**config.mk**
```make
export PLATFORM = sky130hd
export DESIGN_NAME = csq_stats
export DESIGN_NICKNAME = d
export VERILOG_FILES = /design/src/design/csq_pkg.sv /design/src/design/csq_stats.sv
export SDC_FILE = /design/constraint.sdc
export NUM_CORES = 2
export LEC_CHECK = 0
export ABC_AREA = 0
export BUFFER_PORTS_ARGS = -buffer_cell sky130_fd_sc_hd__buf_2
export CAP_MARGIN = 20
export CORE_UTILIZATION = 57
export DETAILED_ROUTE_END_ITERATION = 10
export GPL_ROUTABILITY_DRIVEN = 0
export PLACE_DENSITY_LB_ADDON = 0.08
export SLEW_MARGIN = 20
export SYNTH_ARGS = -nofsm -noshare
export SYNTH_HDL_FRONTEND = slang
export SYNTH_SLANG_ARGS = --single-unit
```
**constraint.sdc**
```tcl
create_clock -name clk -period 7.7 [get_ports clk]
set_input_delay 1.54 -clock clk [delete_from_list [all_inputs] [get_ports clk]]
set_output_delay 1.54 -clock clk [all_outputs]
set_load 0.1 [all_outputs]
```
**src/design/csq_pkg.sv**
```systemverilog
// csq_pkg: shared widths, mode codes and the statistics record for the
// coefficient statistics and int8 quantizer; no dependencies
package csq_pkg;

    localparam int COEFS      = 13;
    localparam int POS_W      = 4;
    localparam int MODE_W     = 2;
    localparam int COEF_W     = 24;
    localparam int SCALE_W    = 16;
    localparam int Q_W        = 8;
    localparam int SUM_W      = 48;
    localparam int SUMSQ_W    = 64;
    localparam int FRAME_W    = 32;
    localparam int PROD_W     = COEF_W + SCALE_W;
    localparam int SQR_W      = 2 * COEF_W;
    localparam int FRAC_SHIFT = 20;
    localparam int Q_LIMIT    = 127;

    typedef logic [MODE_W-1:0] mode_t;

    localparam mode_t MODE_COEF  = 2'd0;
    localparam mode_t MODE_CLEAR = 2'd1;
    localparam mode_t MODE_SCALE = 2'd2;

    typedef struct packed {
        logic [POS_W-1:0]          pos;
        logic signed [COEF_W-1:0]  run_min;
        logic signed [COEF_W-1:0]  run_max;
        logic signed [SUM_W-1:0]   run_sum;
        logic [SUMSQ_W-1:0]        run_sumsq;
        logic [FRAME_W-1:0]        frames;
        logic                      fend;
    } stat_t;

endpackage

```
**src/design/csq_stats.sv**
```systemverilog
// csq_stats: scale table, per-position statistics tables, seen bits, frame
// count and position counter; depends on csq_pkg
module csq_stats
    import csq_pkg::*;
(
    input  logic                      clk,
    input  logic                      rst_n,
    input  logic                      step,
    input  logic                      stats_enable,
    input  mode_t                     mode,
    input  logic signed [COEF_W-1:0]  coef,
    input  logic [SQR_W-1:0]          coef_sq,
    input  logic [POS_W-1:0]          scale_slot,
    input  logic signed [SCALE_W-1:0] scale_value,
    output logic signed [SCALE_W-1:0] cur_scale,
    output stat_t                     stat
);

    logic signed [SCALE_W-1:0] scale_reg [COEFS];
    logic signed [COEF_W-1:0]  min_reg   [COEFS];
    logic signed [COEF_W-1:0]  max_reg   [COEFS];
    logic signed [SUM_W-1:0]   sum_reg   [COEFS];
    logic [SUMSQ_W-1:0]        sumsq_reg [COEFS];
    logic [COEFS-1:0]          seen_reg;
    logic [FRAME_W-1:0]        frames_reg;
    logic [POS_W-1:0]          position_reg;

    logic [FRAME_W-1:0]        frames_next;
    logic [POS_W-1:0]          position_next;
    logic                      is_coef;
    logic                      upd;
    logic                      fend;
    logic signed [COEF_W-1:0]  min_next;
    logic signed [COEF_W-1:0]  max_next;
    logic signed [SUM_W-1:0]   sum_next;
    logic [SUMSQ_W-1:0]        sumsq_next;
    logic signed [SUM_W:0]     sum_wide;
    logic [SUMSQ_W:0]          sumsq_wide;

    always_comb
    begin
        is_coef   = (mode == MODE_COEF);
        upd       = is_coef && stats_enable;
        fend      = (position_reg == POS_W'(COEFS - 1));
        cur_scale = scale_reg[position_reg];

        min_next = min_reg[position_reg];
        max_next = max_reg[position_reg];
        if (!seen_reg[position_reg] || (coef < min_reg[position_reg]))
        begin
            min_next = coef;
        end
        if (!seen_reg[position_reg] || (coef > max_reg[position_reg]))
        begin
            max_next = coef;
        end

        sum_wide = (SUM_W+1)'(sum_reg[position_reg]) + (SUM_W+1)'(coef);
        if (sum_wide[SUM_W] != sum_wide[SUM_W-1])
        begin
            sum_next = sum_wide[SUM_W] ? {1'b1, {(SUM_W-1){1'b0}}} : {1'b0, {(SUM_W-1){1'b1}}};
        end
        else
        begin
            sum_next = sum_wide[SUM_W-1:0];
        end

        sumsq_wide = {1'b0, sumsq_reg[position_reg]} + (SUMSQ_W+1)'(coef_sq);
        sumsq_next = sumsq_wide[SUMSQ_W] ? {SUMSQ_W{1'b1}} : sumsq_wide[SUMSQ_W-1:0];

        frames_next   = frames_reg;
        position_next = position_reg;
        case (mode)
            MODE_COEF:
            begin
                if (upd && fend && (frames_reg != {FRAME_W{1'b1}}))
                begin
                    frames_next = frames_reg + FRAME_W'(1);
                end
                position_next = fend ? '0 : position_reg + POS_W'(1);
            end
            MODE_CLEAR:
            begin
                frames_next   = '0;
                position_next = '0;
            end
            default:
            begin
                frames_next   = frames_reg;
                position_next = position_reg;
            end
        endcase

        stat        = '0;
        stat.frames = frames_next;
        if (is_coef)
        begin
            stat.pos       = position_reg;
            stat.fend      = fend;
            stat.run_min   = upd ? min_next : min_reg[position_reg];
            stat.run_max   = upd ? max_next : max_reg[position_reg];
            stat.run_sum   = upd ? sum_next : sum_reg[position_reg];
            stat.run_sumsq = upd ? sumsq_next : sumsq_reg[position_reg];
        end
        else
        begin
            stat.pos = position_next;
        end
    end

    always_ff @(posedge clk or negedge rst_n)
    begin
        if (!rst_n)
        begin
            for (int i = 0; i < COEFS; i++)
            begin
                scale_reg[i] <= '0;
                min_reg[i]   <= '0;
                max_reg[i]   <= '0;
                sum_reg[i]   <= '0;
                sumsq_reg[i] <= '0;
            end
            seen_reg     <= '0;
            frames_reg   <= '0;
            position_reg <= '0;
        end
        else if (step)
        begin
            frames_reg   <= frames_next;
            position_reg <= position_next;
            if (upd)
            begin
                min_reg[position_reg]   <= min_next;
                max_reg[position_reg]   <= max_next;
                sum_reg[position_reg]   <= sum_next;
                sumsq_reg[position_reg] <= sumsq_next;
                seen_reg[position_reg]  <= 1'b1;
            end
            if (mode == MODE_CLEAR)
            begin
                for (int i = 0; i < COEFS; i++)
                begin
                    min_reg[i]   <= '0;
                    max_reg[i]   <= '0;
                    sum_reg[i]   <= '0;
                    sumsq_reg[i] <= '0;
                end
                seen_reg <= '0;
            end
            if ((mode == MODE_SCALE) && (scale_slot < POS_W'(COEFS)))
            begin
                scale_reg[scale_slot] <= scale_value;
            end
        end
    end

endmodule

```
=== Word level (Yosys, flattened, before mapping) ===
Index checks and enable logic that the tools add are counted.

* Output and inout bits: 213
* Word-level logic and storage cells: 161
* Flip-flop bits (word level): 2337
* Bits of input ports: 98

* $add $sub $neg: 4
* Multiplexer cells: 58
* Bitwise operators: 3
* Magnitude comparators: 9
* Equality and inequality tests: 5
* Reduce and logical (&&, ||, !) cells: 14

{| class="wikitable"
|+ Operator list
! operator !! count
|-
| 832-bit two-way mux || 2
|-
| 312-bit two-way mux || 4
|-
| 624-bit two-way mux || 2
|-
| 832-bit bitwise mux || 1
|-
| 312-bit bitwise mux || 2
|-
| 624-bit bitwise mux || 1
|-
| 64-bit two-way mux || 5
|-
| 48-bit two-way mux || 6
|-
| 64-bit binary-select mux with 4-bit select || 1
|-
| 64-bit demux with 4-bit select || 1
|-
| 24-bit two-way mux || 9
|-
| 208-bit bitwise mux || 1
|-
| 24-bit binary-select mux with 4-bit select || 2
|-
| 48-bit binary-select mux with 4-bit select || 1
|-
| 48-bit demux with 4-bit select || 1
|-
| 160-bit two-way mux || 1
|-
| 24-bit demux with 4-bit select || 1
|-
| 64-bit by 48-bit adder with 65-bit output || 1
|-
| 16-bit binary-select mux with 4-bit select || 1
|-
| 16-bit demux with 4-bit select || 1
|-
| 32-bit case mux with 2 select lines || 1
|-
| 48-bit by 24-bit adder with 49-bit output || 1
|-
| 16-bit two-way mux || 3
|-
| 32-bit by 1-bit adder with 32-bit output (second input constant) || 1
|-
| other kinds (28) || 43
|}

=== Longest topological paths before layout ===
* Depth after elaboration: 10
* Mapped depth: 33

=== Worst setup path after synthesis ===
No wires, ideal clock.

* Path type: reg2out
* From: register position_reg[0]
* To: output stat[102] in the netlist's numbering
* Buffers on the path: 11
* Path slack: -2.216 ns
* Stages on the path, launching flop included: 31
* Data arrival time: 8.376 ns
* Path through: dfrtp_1 buf_2 buf_6 buf_6 buf_6 buf_2 buf_2 buf_2 buf_2 mux4_2 a22oi_1 o21ai_0 ha_1 clkbuf_1 a21oi_1 o21ai_0 or2_2 a311oi_1 a21oi_1 a41oi_1 o31ai_1 a21o_1 a21o_1 xor2_1 ha_1 clkbuf_1 inv_1 nor2_2 buf_2 a21oi_1 a211oi_1

{| class="wikitable"
|+ RTL lines
! element !! line !! text
|-
| from (decl) || csq_stats.sv:26 || <nowiki>logic [POS_W-1:0] position_reg;</nowiki>
|-
| from (signal assigned) || csq_stats.sv:130 || <nowiki>position_reg <= position_next;</nowiki>
|-
| to (decl) || csq_stats.sv:16 || <nowiki>output stat_t stat</nowiki>
|}

==> impl_metrics.json <==
{
  "status": "finished with violations",
  "failed_checks": "setup timing",
  "clkTransAtPathRegs_ns": 0.06,
  "antenna_found_initial": 18,
  "total_leakage_power_uw": 0.0571,
  "wl_per_cell_um": 29.5,
  "fin_area_um2": 131000,
  "path_max_fanout": 8,
  "synth_top_family_by_area": "compound AO/OA/AOI/OAI gates",
  "synth-simple-area-share": 0.0991,
  "grt_max_degree": 197,
  "largest_reg_flops": 832,
  "rrSetupSlack_ns": 1.58,
  "cp_slowest_stage_delay_ns": 0.51,
  "hold_start": "sumsq_reg[119]$_DFFE_PN0P_",
  "layout_common_cells": "dfrtp_1, nand2_1, o21ai_0, mux4_2, buf_4",
  "slew_headroom": 0.177,
  "avgSynthCellArea_um2": 10.5,
  "die_w_um": 443,
  "hold_violations": 0,
  "fin_ws_ns": -0.381,
  "start_kind": "flip-flop",
  "fin_cells": 13400,
  "cts_made_buffers": 237,
  "setup_viol": 135,
  "grt_pass1_vias": 90200,
  "hold_ws_ns": 0.473,
  "rows": 161,
  "powerDensity_nw_per_um2": 344,
  "cp_num_buf_inv": 9,
  "maxCapViolCount": 0,
  "path_delay_family": "compound AO/OA/AOI/OAI gates",
  "grtUsageTotal": 0.402,
  "cts_sinks": 2337,
  "hp-class": "flip-flop to flip-flop",
  "synth_xor_area_frac": 0.00957,
  "die_area_um2": 196000,
  "nFillCells": 14200,
  "top_level_ports": 311,
  "synth-compound-area-share": 0.164,
  "final_common_cell": "dfrtp_1",
  "drt_iter0_markers": 11700,
  "async_reset_ff_frac": 1.00,
  "multi_input_area_um2": 50900,
  "synth-seq-area-share": 0.528,
  "regArea_um2": 58500,
  "dpl_cell_area_um2": 119000,
  "core_area_um2": 193000,
  "synthCells": 10500,
  "r2r_start": "position_reg[0]$_DFFE_PN0P_",
  "final.setup.tns_ns": -19.37,
  "synthFlopType": "dfrtp_1",
  "grt_setup_unrepaired": "true",
  "insertion_delay_ns": 0.92,
  "wirelength_mm": 396,
  "synth-seq-cells": 2337,
  "worstPathArrival_ns": 6.54,
  "nNetsFinal": 11000,
  "syn_nets": 10800,
  "cts_max_level": 4,
  "cts_tree": "done",
  "die_h_um": 443,
  "crit_top_cell": "buf_12",
  "layout-drive-gt1-share": 0.227,
  "cts_root_buf": "clkbuf_16",
  "port_buffers": 310,
  "initial_utilization": 0.574,
  "path_class": "flip-flop to primary output",
  "vias_per_cell": 6.77,
  "synthDistinctLibCells": 84,
  "cts_hold_buf": 0,
  "dpl.hpwl_mm": 221,
  "netlist_area_um2": 111000,
  "route.detailed.drc": 0,
  "overflow": 0,
  "post-route-period-util": 1.05,
  "slowest_stage": "dfrtp_4",
  "detail_route.first_pass.iterations": 6,
  "synth_fa_ha_area_frac": 0.0173,
  "drtAntennaViolNets": 0,
  "vdd_drop_max_uv": 555,
  "final.min_clock_period_ns": 8.08,
  "cp-startpoint": "position_reg[0]$_DFFE_PN0P_",
  "grt_first_pass_wirelength_mm": 589,
  "yosys_warnings": 0,
  "clock_path_buffers": 3,
  "end_kind": "primary output",
  "synth_edf_count": 0,
  "synthMuxAreaShare": 0.145,
  "syn_to_final_growth_pct": 18.4,
  "vias": 91000,
  "clock.fmax_mhz": 124,
  "dp.cells": 12800,
  "slew_viol_final": 0,
  "worst_pin_slew_ns": 1.23,
  "required_ns": 6.16,
  "final_util": 0.680,
  "skew_ns": 0.0423
}
-- repair_timing --
| action | 4_1_cts | 5_1_grt |
|---|---|---|
| gates resized for setup | 297 | 146 |
| setup endpoints to repair | 160 | 160 |
| pin swaps | 66 | 54 |
| cloned | 15 | 7 |
| buffers inserted | 89 | 63 |
-- worst min-delay path, cell delays in order (launching register included) --
cell and delay (ns):
dfrtp_1 0.33, nand2_1 0.04, o21ai_0 0.06
-- stage by stage --
stage                     total power (µW)  setup slack (ns)
after floorplan                      23200            -0.902
after global placement               28900            -0.106
after detailed placement             29200            -0.215
after CTS                            43500            -0.335
after global routing                 46500            -0.509
final                                45100            -0.381
-- cell type report --
cell class	count	area share
timing repair buffer	937	0.0778
tap	2526	0.0241
inverter	34	0.00103
multi-input combinational	7162	0.388
sequential	2337	0.446
antenna	8	0.000153
clock inverter	80	0.00899
clock buffer	357	0.0533
-- path summary, 6_finish.rpt --
check | endpoint | depth (start not counted)
min in group asynchronous | max_reg[253]$_DFFE_PN0P_ | 1
max in group asynchronous | position_reg[3]$_DFFE_PN0P_ | 3
worst min-delay path | sumsq_reg[119]$_DFFE_PN0P_ | 2
worst max-delay path | stat[103] | 27
worst min register to register | sumsq_reg[119]$_DFFE_PN0P_ | 2
worst max register to register | sumsq_reg[693]$_DFFE_PN0P_ | 21
-- cell usage after synthesis (20+ instances only) --
master | n | area share
o21ai_1 | 438 | 0.020
a221oi_1 | 51 | 0.0040
inv_1 | 33 | 0.0011
o211ai_1 | 20 | 0.0014
xnor2_1 | 69 | 0.0055
a21oi_1 | 273 | 0.012
mux4_2 | 514 | 0.10
a31oi_1 | 27 | 0.0015
mux2i_1 | 171 | 0.015
nand2_1 | 2122 | 0.072
ha_1 | 150 | 0.017
mux2_2 | 242 | 0.025
nand3_1 | 75 | 0.0034
o21a_1 | 24 | 0.0016
nor3_1 | 42 | 0.0019
a22oi_1 | 138 | 0.0094
nor2_1 | 319 | 0.011
a211oi_1 | 57 | 0.0039
nand4_1 | 39 | 0.0022
clkbuf_1 | 769 | 0.026
a21o_1 | 59 | 0.0040
o21ai_0 | 1838 | 0.083
buf_2 | 136 | 0.0061
o31ai_1 | 23 | 0.0016
xor2_1 | 52 | 0.0041
and3_1 | 24 | 0.0014
a22o_1 | 180 | 0.014
buf_1 | 49 | 0.0017
dfrtp_1 | 2337 | 0.53
-- power by group --
part / switching, µW / leakage (µW) / internal [µW]
clock: 5100 / 0.00400 / 6890
sequential: 536 / 0.0323 / 13300
combinational: 12400 / 0.0208 / 6910
-- cell families (layout without fill, tap and decap cells) --
logic type / Yosys count / after routing
multiplexers: 935 / 935
other: 0 / 8
AND/OR/NAND/NOR: 2736 / 2736
flip-flops: 2337 / 2337
AO/OA/AOI/OAI: 3218 / 3218
buffers and inverters: 1005 / 1408
adder cells (fa/ha/maj): 152 / 152
XOR/XNOR: 121 / 121
-- per-layer routing --
metal  vias to the layer above  GRT usage  wire length (µm)
li1                      37800          -                 -
met1                     46400      0.535            148000
met2                      5576      0.617            181000
met3                      1250     0.0923             43200
met4                         8      0.214             24000
met5                         -          0                50
Note: power is estimated with default switching activity, not from simulation.
