--- src/design/csq_pkg.sv ---
// csq_pkg: shared widths, mode codes and the statistics record for the
// coefficient statistics and int8 quantizer; no dependencies
package csq_pkg;

    localparam int COEFS      = 13;
    localparam int POS_W      = 4;
    localparam int MODE_W     = 2;
    localparam int COEF_W     = 24;
    localparam int SCALE_W    = 16;
    localparam int Q_W        = 8;
    localparam int SUM_W      = 48;
    localparam int SUMSQ_W    = 64;
    localparam int FRAME_W    = 32;
    localparam int PROD_W     = COEF_W + SCALE_W;
    localparam int SQR_W      = 2 * COEF_W;
    localparam int FRAC_SHIFT = 20;
    localparam int Q_LIMIT    = 127;

    typedef logic [MODE_W-1:0] mode_t;

    localparam mode_t MODE_COEF  = 2'd0;
    localparam mode_t MODE_CLEAR = 2'd1;
    localparam mode_t MODE_SCALE = 2'd2;

    typedef struct packed {
        logic [POS_W-1:0]          pos;
        logic signed [COEF_W-1:0]  run_min;
        logic signed [COEF_W-1:0]  run_max;
        logic signed [SUM_W-1:0]   run_sum;
        logic [SUMSQ_W-1:0]        run_sumsq;
        logic [FRAME_W-1:0]        frames;
        logic                      fend;
    } stat_t;

endpackage

--- src/design/csq_quant.sv ---
// csq_quant: scales one coefficient, rounds half away from zero and clips to
// plus or minus 127; depends on csq_pkg
module csq_quant
    import csq_pkg::*;
(
    input  logic                      enable,
    input  logic signed [COEF_W-1:0]  coef,
    input  logic signed [SCALE_W-1:0] scale,
    output logic signed [Q_W-1:0]     quantized
);

    logic signed [PROD_W-1:0] prod;
    logic                     neg;
    logic [PROD_W-1:0]        mag;
    logic [PROD_W-1:0]        rounded;
    logic [Q_W-1:0]           clipped;

    always_comb
    begin
        prod    = PROD_W'(coef) * PROD_W'(scale);
        neg     = prod[PROD_W-1];
        mag     = neg ? PROD_W'(-prod) : PROD_W'(prod);
        rounded = (mag + (PROD_W'(1) << (FRAC_SHIFT - 1))) >> FRAC_SHIFT;
        clipped = (rounded > PROD_W'(Q_LIMIT)) ? Q_W'(Q_LIMIT) : rounded[Q_W-1:0];
        if (!enable)
        begin
            quantized = '0;
        end
        else
        begin
            quantized = neg ? $signed(Q_W'(-clipped)) : $signed(clipped);
        end
    end

endmodule

--- config.mk ---
export PLATFORM = sky130hd
export DESIGN_NAME = csq_quant
export DESIGN_NICKNAME = d
export VERILOG_FILES = /design/src/design/csq_pkg.sv /design/src/design/csq_quant.sv
export SDC_FILE = /design/constraint.sdc
export NUM_CORES = 1
export LEC_CHECK = 0
export ABC_AREA = 1
export ABC_CLOCK_PERIOD_IN_PS = 14450
export BUFFER_PORTS_ARGS = -buffer_cell sky130_fd_sc_hd__buf_4
export CAP_MARGIN = 20
export CORE_ASPECT_RATIO = 0.75
export CORE_MARGIN = 1
export CORE_UTILIZATION = 25
export DETAILED_ROUTE_END_ITERATION = 8
export GPL_ROUTABILITY_DRIVEN = 1
export PLACE_DENSITY = 0.43
export SLEW_MARGIN = 20
export SYNTH_ARGS = -nofsm -noshare
export SYNTH_HDL_FRONTEND = slang
export SYNTH_SLANG_ARGS = --single-unit
export TNS_END_PERCENT = 1
--- constraint.sdc ---
create_clock -name vclk -period 14.45
set_input_delay 2.89 -clock vclk [all_inputs]
set_output_delay 2.89 -clock vclk [all_outputs]
set_load 0.05 [all_outputs]
-- Yosys cells after proc, flatten, opt, wreduce, memory -nomap -nowiden
Cells that the tools add are included.
- bits in writable memories: 0
- flip-flop bits (word level): 0
- ROM bits: 0
- bits of input ports: 41
- word-level logic and storage cells: 9
- memories: 0
- latch bits: 0
- output and inout port bits: 8
- magnitude comparators: 1
- bitwise operators: 0
- divide/modulo/power cells: 0
- add/sub/neg operators: 3
- multiplexer cells: 4
- shift-type cells: 0
- multipliers: 1
- reduce and logical (&&, ||, !) cells: 0
- equal/unequal tests: 0
- operators by type and width (cell ; number):
    adder 40 x 20 -> 40 bit (second input constant) ; 1
    multiplier 24 x 16 -> 40 bit ; 1
    two-way mux 40 bit ; 1
    negator 40 bit ; 1
    two-way mux 8 bit ; 3
    > comparator 20 x 7 -> 1 bit (second input constant) ; 1
    negator 8 bit ; 1

-- Logic depth before layout (Yosys ltp)
Gate-level depths: netlist (run 1).
- depth in word-level cells: 9
- depth in mapped cells: 53
- gate-level depth less buffers: 51

-- Worst setup path after synthesis (run 1)
OpenSTA, ideal clock, no wires.
- path kind: input -> output
- start: in coef[9]
- end: out quantized[6]
- slack: 0.705 ns
- stages: 47
- arrival time: 10.855 ns
- required time: 11.560 ns
- path buffers: 3
- path through: clkbuf_1 > clkbuf_1 > nand2_1 > fa_1 > inv_1 > fa_1 > inv_1 > fa_1 > inv_1 > fa_1 > inv_1 > fa_1 > fa_1 > inv_1 > ha_1 > nand2_1 > inv_1 > nand2_1 > (+11 left out) > ha_1 > nand2_1 > nor2_2 > nand3_2 > inv_2 > nand4_1 > nand2_1 > nand4_1 > a21oi_1 > nand4_1 > nor3b_1 > ha_1 > nand2_1 > nor2_2 > nand2_1 > nand2_1 > nor2_1 > nor2_1
- cells in the longest elaborated chain, start to end: 9
- RTL lines (what ; line ; RTL):
    start, declared ; csq_quant.sv:7 ; input logic signed [COEF_W-1:0] coef,
    multiplier 24 x 16 -> 40 bit (*) ; csq_quant.sv:20 ; prod = PROD_W'(coef) * PROD_W'(scale);
    negator 40 bit ; csq_quant.sv:22 ; mag = neg ? PROD_W'(-prod) : PROD_W'(prod);
    two-way mux 40 bit ; csq_quant.sv:22 ;
    adder 40 x 20 -> 40 bit ; csq_quant.sv:23 ; rounded = (mag + (PROD_W'(1) << (FRAC_SHIFT - 1))) >> FRAC_SHIFT;
    > comparator 20 x 7 -> 1 bit ; csq_quant.sv:24 ; clipped = (rounded > PROD_W'(Q_LIMIT)) ? Q_W'(Q_LIMIT) : rounded[Q_W-1:0];
    two-way mux 8 bit ; csq_quant.sv:24 ;
    negator 8 bit ; csq_quant.sv:31 ; quantized = neg ? $signed(Q_W'(-clipped)) : $signed(clipped);
    two-way mux 8 bit (*) ; csq_quant.sv:31 ;
    two-way mux 8 bit (*) ; csq_quant.sv:25 ; if (!enable)
    end, declared ; csq_quant.sv:9 ; output logic signed [Q_W-1:0] quantized
Every way passes the cells marked *; elsewhere a longest branch is shown, timed or not.

-- Worst setup path in the final report (run 1)
- start: in coef[5]
- end: out quantized[6]
Same word-level chain as after synthesis.

==> results of run 1 <==
==> cell type report <==
class | instances | share of cell area, %
inverter | 803 | 15.3
multi-input combinational | 1789 | 74.7
tap | 946 | 6.02
timing repair buffer | 89 | 3.98
==> what timing repair did <==
item | 4_1_cts | 5_1_grt
endpoints found under the hold margin | 0 | 0
setup buffers | 0 | 5
resized for setup | 0 | 83
setup endpoints to repair | 0 | 7
==> per-stage QoR <==
step	setup slack, ps	hold WS [ps]	instances	cell area, um2	utilization (%)
floorplan	705	6000	2669	17800	-
global placement	158	6200	3621	19300	27.5
detailed placement	273	6200	3621	19300	27.5
CTS	252	6200	3621	19300	27.5
global route	-21.4	6200	3627	19700	28.0
finish	447	6180	3627	19700	28.0
==> synthesized netlist by cell type (all sizes together) (4+ instances only) <==
library cell,number
xor2,9
or2,8
xnor2,7
inv,798
o21ai,11
fa,374
nor2,177
ha,100
nand4,52
clkinv,5
a21oi,30
clkbuf,72
nand3b,4
nor3,13
buf,6
nand2,875
nand3,115
==> worst max-delay path: cells and delay by family <==
| kind | cells | cell delay, ps |
|---|---|---|
| adders and majority gates | 8 | 3710 |
| buffers and inverters | 8 | 740 |
| and+or+nand+nor | 28 | 3760 |
==> placed cells by master, fill, tap and decap left out, types with 2 or more instances in the layout <==
cell | netlist | routed
a21oi_1 | 30 | 27
a21oi_2 | 0 | 3
buf_4 | 3 | 65
buf_6 | 2 | 19
buf_8 | 0 | 4
clkinv_1 | 5 | 5
fa_1 | 374 | 371
fa_2 | 0 | 3
ha_1 | 100 | 90
ha_2 | 0 | 10
inv_1 | 782 | 780
inv_2 | 16 | 18
nand2_1 | 843 | 833
nand2_2 | 30 | 40
nand2_4 | 2 | 2
nand2b_1 | 2 | 2
nand3_1 | 102 | 99
nand3_2 | 13 | 15
nand3b_1 | 4 | 4
nand4_1 | 51 | 51
nor2_1 | 143 | 130
nor2_2 | 28 | 33
nor2_4 | 6 | 14
nor3_1 | 11 | 10
nor3_4 | 1 | 2
nor4_1 | 2 | 2
o21ai_0 | 9 | 9
o21ai_1 | 2 | 2
or2_2 | 8 | 8
xnor2_1 | 6 | 6
xor2_1 | 9 | 9
==> worst max-delay path by stage <==
stage	startpoint	slack [ps]	end
after global placement	scale[8]	160	quantized[6]
after detailed placement	scale[4]	270	quantized[6]
after global routing	scale[4]	-20	quantized[6]
after CTS	scale[4]	250	quantized[6]
after floorplan	coef[9]	700	quantized[6]
final	coef[5]	450	quantized[6]
==> layer usage <==
| layer | GRT usage [%] | vias to the layer above |
|---|---|---|
| li1 | - | 7591 |
| met5 | 0 | - |
| met3 | 0.653 | 18 |
| met2 | 25.3 | 299 |
| met1 | 24.1 | 7295 |
| met4 | 0.770 | 2 |
==> cells by family after synthesis <==
group                    Yosys count  share of synthesized area [%]
AO/OA/AOI/OAI                     46                           1.36
XOR/XNOR                          16                          0.892
adder cells (fa/ha/maj)          474                           49.1
buffers and inverters            881                           18.7
AND/OR/NAND/NOR                 1252                           30.0
==> results_dict.tcl, run 1 <==
set metrics [dict create \
    period_share_pct 96.9 \
    synth.distinct_cells 40 \
    drtPass1Iterations 8 \
    numSequentialCells 0 \
    nFillCells 7902 \
    drcViolationCount 0 \
    cts_hold_buffers 0 \
    drt_iter0_drc 1014 \
    tns_ps 0 \
    crit_required_ps 11560 \
    synth.cell_area_mm2 0.0178 \
    hold_violations 0 \
    critical_path_class "input pin to output pin" \
    cp.arrival_ps 11110 \
    cp_max_fo 16 \
    drv_slew 0 \
    start_kind "input pin" \
    grt_first_pass_wirelength_um 89000 \
    wl_met3_um 2160 \
    dp_hpwl_um 46900 \
    grt_max_degree 25 \
    fmax_mhz 71.4 \
    synth_area_leader_cell "fa_1" \
    place.gp.congestion 0.902 \
    numPortBuffers 49 \
    initial_core_util_pct 25.3 \
    yosys.area.top_type_share_pct 42.0 \
    fp.dieW_um 310 \
    slowest_stage "fa_1" \
    drv_cap 0 \
    core-area_mm2 0.0703 \
    die_area_mm2 0.0723 \
    overflow 0 \
    hold_class "input pin to output pin" \
    crit_path_end_kind "output pin" \
    ant_nets 0 \
    layout-drive-gt1-share_pct 9.06 \
    min_path_cells 4 \
    cp_slowest_stage_delay_ps 560 \
    yosys_warnings 0 \
    dr.max_layer_used "met5" \
    met2_length_um 23500 \
    syn_nets 3184 \
    min_to "quantized[6]" \
    area_growth_pct 10.3 \
    num_antenna_cells 0 \
    fin_crit_ps 14000 \
    num-nets-final 3198 \
    status "finished, final reports clean" \
    boundaryPins 49 \
    regArea_um2 0 \
    grtUsageTotal_pct 15.7 \
    vias_per_cell 4.19 \
    syn_inst 2669 \
    setup_viol 0 \
    met1_length_um 28400 \
    vias 15200 \
    syn_area_per_cell_um2 6.67 \
    multi_input_area_mm2 0.0147 \
    grt_pass1_vias 15700 \
    antenna_found_initial 1 \
    seq_area_frac_synth_pct 0 \
    num_rows 84 \
    max_slew_margin_pct 61.4 \
    final.clkbuf_count 0 \
    wl_um 54300 \
    worst_slew_pin_slew_ps 577 \
    worstHoldStart "enable" \
    die_y_um 233 \
    crit_top_cell "nand2_1" \
    synthTopCellsByArea "fa_1 (42%), nand2_1 (18%), inv_1 (16%)" \
    wire_per_inst_um 15.0 \
]
Power of run 1 is left out: the tool's default activity adds up to more than one toggle a clock period on the data nets, which glitch-free logic cannot reach.
==> inputs of run 2 (changes only) <==
CORE_MARGIN = 10   (was 1)
MAX_ROUTING_LAYER = met4   (was unset)
==> run 2 against run 1 <==
Effect of this change:
- via count is 0.83% higher
- core utilization is essentially flat
- final area hardly changed
- first-iteration DRC count decreased by 8.4%
- final cell count is 0.33% lower
- setup slack better by 87 ps
- wire length increased by 1.2%
- largest cell class unchanged
- global-route usage down 1.8 points
- hold slack lost 6.7 ps
==> results_dict.tcl, run 2 (synthesis gave the netlist of run 1 again) <==
set metrics [dict create \
    core-area_mm2 0.0703 \
    critPathLaunch "scale[4]" \
    drv_slew 0 \
    drcViolationCount 0 \
    cts_hold_buffers 0 \
    crit_path_end_kind "output pin" \
    cp.arrival_ps 11030 \
    fmax_mhz 71.9 \
    die_y_um 251 \
    placed_cells 3609 \
    vias 15300 \
    place.gp.congestion 0.894 \
    fp.dieW_um 328 \
    grt_pass1_vias 16000 \
    nFillCells 7882 \
    final.clkbuf_count 0 \
    worst_slew_pin_slew_ps 977 \
    layout_commonest_cell "nand2_1" \
    drv_cap 0 \
    drt_iter0_drc 929 \
    area_growth_pct 10.3 \
    numPortBuffers 49 \
    period_share_pct 96.3 \
    antenna_found_initial 1 \
    cp_max_fo 17 \
    final_util_pct 27.9 \
    grtUsageTotal_pct 13.9 \
    num_rows 84 \
    grt_first_pass_wirelength_um 90300 \
    hold_class "input pin to output pin" \
    final_cell_mix "nand2_1 (827), inv_1 (778), fa_1 (372)" \
    wire_per_inst_um 15.2 \
    critical_path_class "input pin to output pin" \
    setup_viol 0 \
    crit_top_cell "nand2_1" \
    numSequentialCells 0 \
    slowest_stage "fa_1" \
    grt_max_degree 25 \
    ant_nets 0 \
    cp_slowest_stage_delay_ps 570 \
    vias_per_cell 4.24 \
    max_slew_margin_pct 34.3 \
    overflow 0 \
    layout-drive-gt1-share_pct 9.26 \
    worstHoldStart "enable" \
    boundaryPins 49 \
    crit_required_ps 11560 \
    regArea_um2 0 \
    drtPass1Iterations 5 \
    status "finished, final reports clean" \
    wl_um 55000 \
    start_kind "input pin" \
    fin_crit_ps 13920 \
    initial_core_util_pct 25.3 \
    hold-worst-slack_ps 6170 \
    hold_violations 0 \
    dp_hpwl_um 47200 \
    fin_cells 3615 \
    die_area_mm2 0.0824 \
    num-nets-final 3185 \
]
[run 2: cell types whose count changed in the layout (fill, tap and decap cells not counted), moves of 2 or more]
cell     before  now
inv_1       780  778
nand2_2      40   45
nor2_4       14   19
nor2_1      130  124
nand3_1      99   97
a21oi_1      27   25
buf_6        19   23
inv_2        18   20
a21oi_2       3    5
nand3_2      15   18
nand2_1     833  827
ha_2         10    8
buf_4        65   49
nor3_2        1    3
[run 2: timing repair]
| item | 4_1_cts | 5_1_grt |
|---|---|---|
| gates resized for setup | 0 | 110 |
| setup buffers | 0 | 5 |
| hold endpoints to repair | 0 | 0 |
| setup endpoints to repair | 0 | 5 |
[run 2: layout make-up]
cell class / count / area, um2 / share of cell area (%)
tap: 946 / 1180 / 6.02
inverter: 803 / 3010 / 15.3
timing repair buffer: 77 / 712 / 3.62
antenna: 1 / 2.50 / 0.0127
multi-input combinational: 1788 / 14700 / 75.0
[run 2: metal layers]
metal / share of wire, % / routed length (um) / vias to the layer above / global-route usage [%]
met5: 0 / 0 / - / -
met4: 0.43 / 236 / 0 / 0.542
met3: 4.7 / 2560 / 14 / 0.784
met2: 44 / 24000 / 296 / 21.7
met1: 51 / 28200 / 7465 / 20.7
li1: - / - / 7556 / -
[run 2: path summary, 6_finish.rpt]
check	endpoint	slack, ps	cells past startpoint
max	quantized[6]	530	45
min	quantized[6]	6170	4
[run 2: through the flow]
step | TNS (ps) | cell area, um2 | worst slack, ps
2_1_floorplan | 0 | 17800 | 705
3_3_place_gp | 0 | 19200 | 176
3_5_place_dp | 0 | 19200 | 290
4_1_cts | 0 | 19200 | 245
5_1_grt | -17.0 | 19600 | -17.0
6_report | 0 | 19600 | 534
[run 2: critical path, delay by kind of cell]
kind / cells / cell delay (ps)
and+or+nand+nor: 28 / 3570
adders and majority gates: 8 / 3620
buffers and inverters: 8 / 790
AOI/OAI and AO/OA: 1 / 130
Power of run 2 is left out for the same reason.
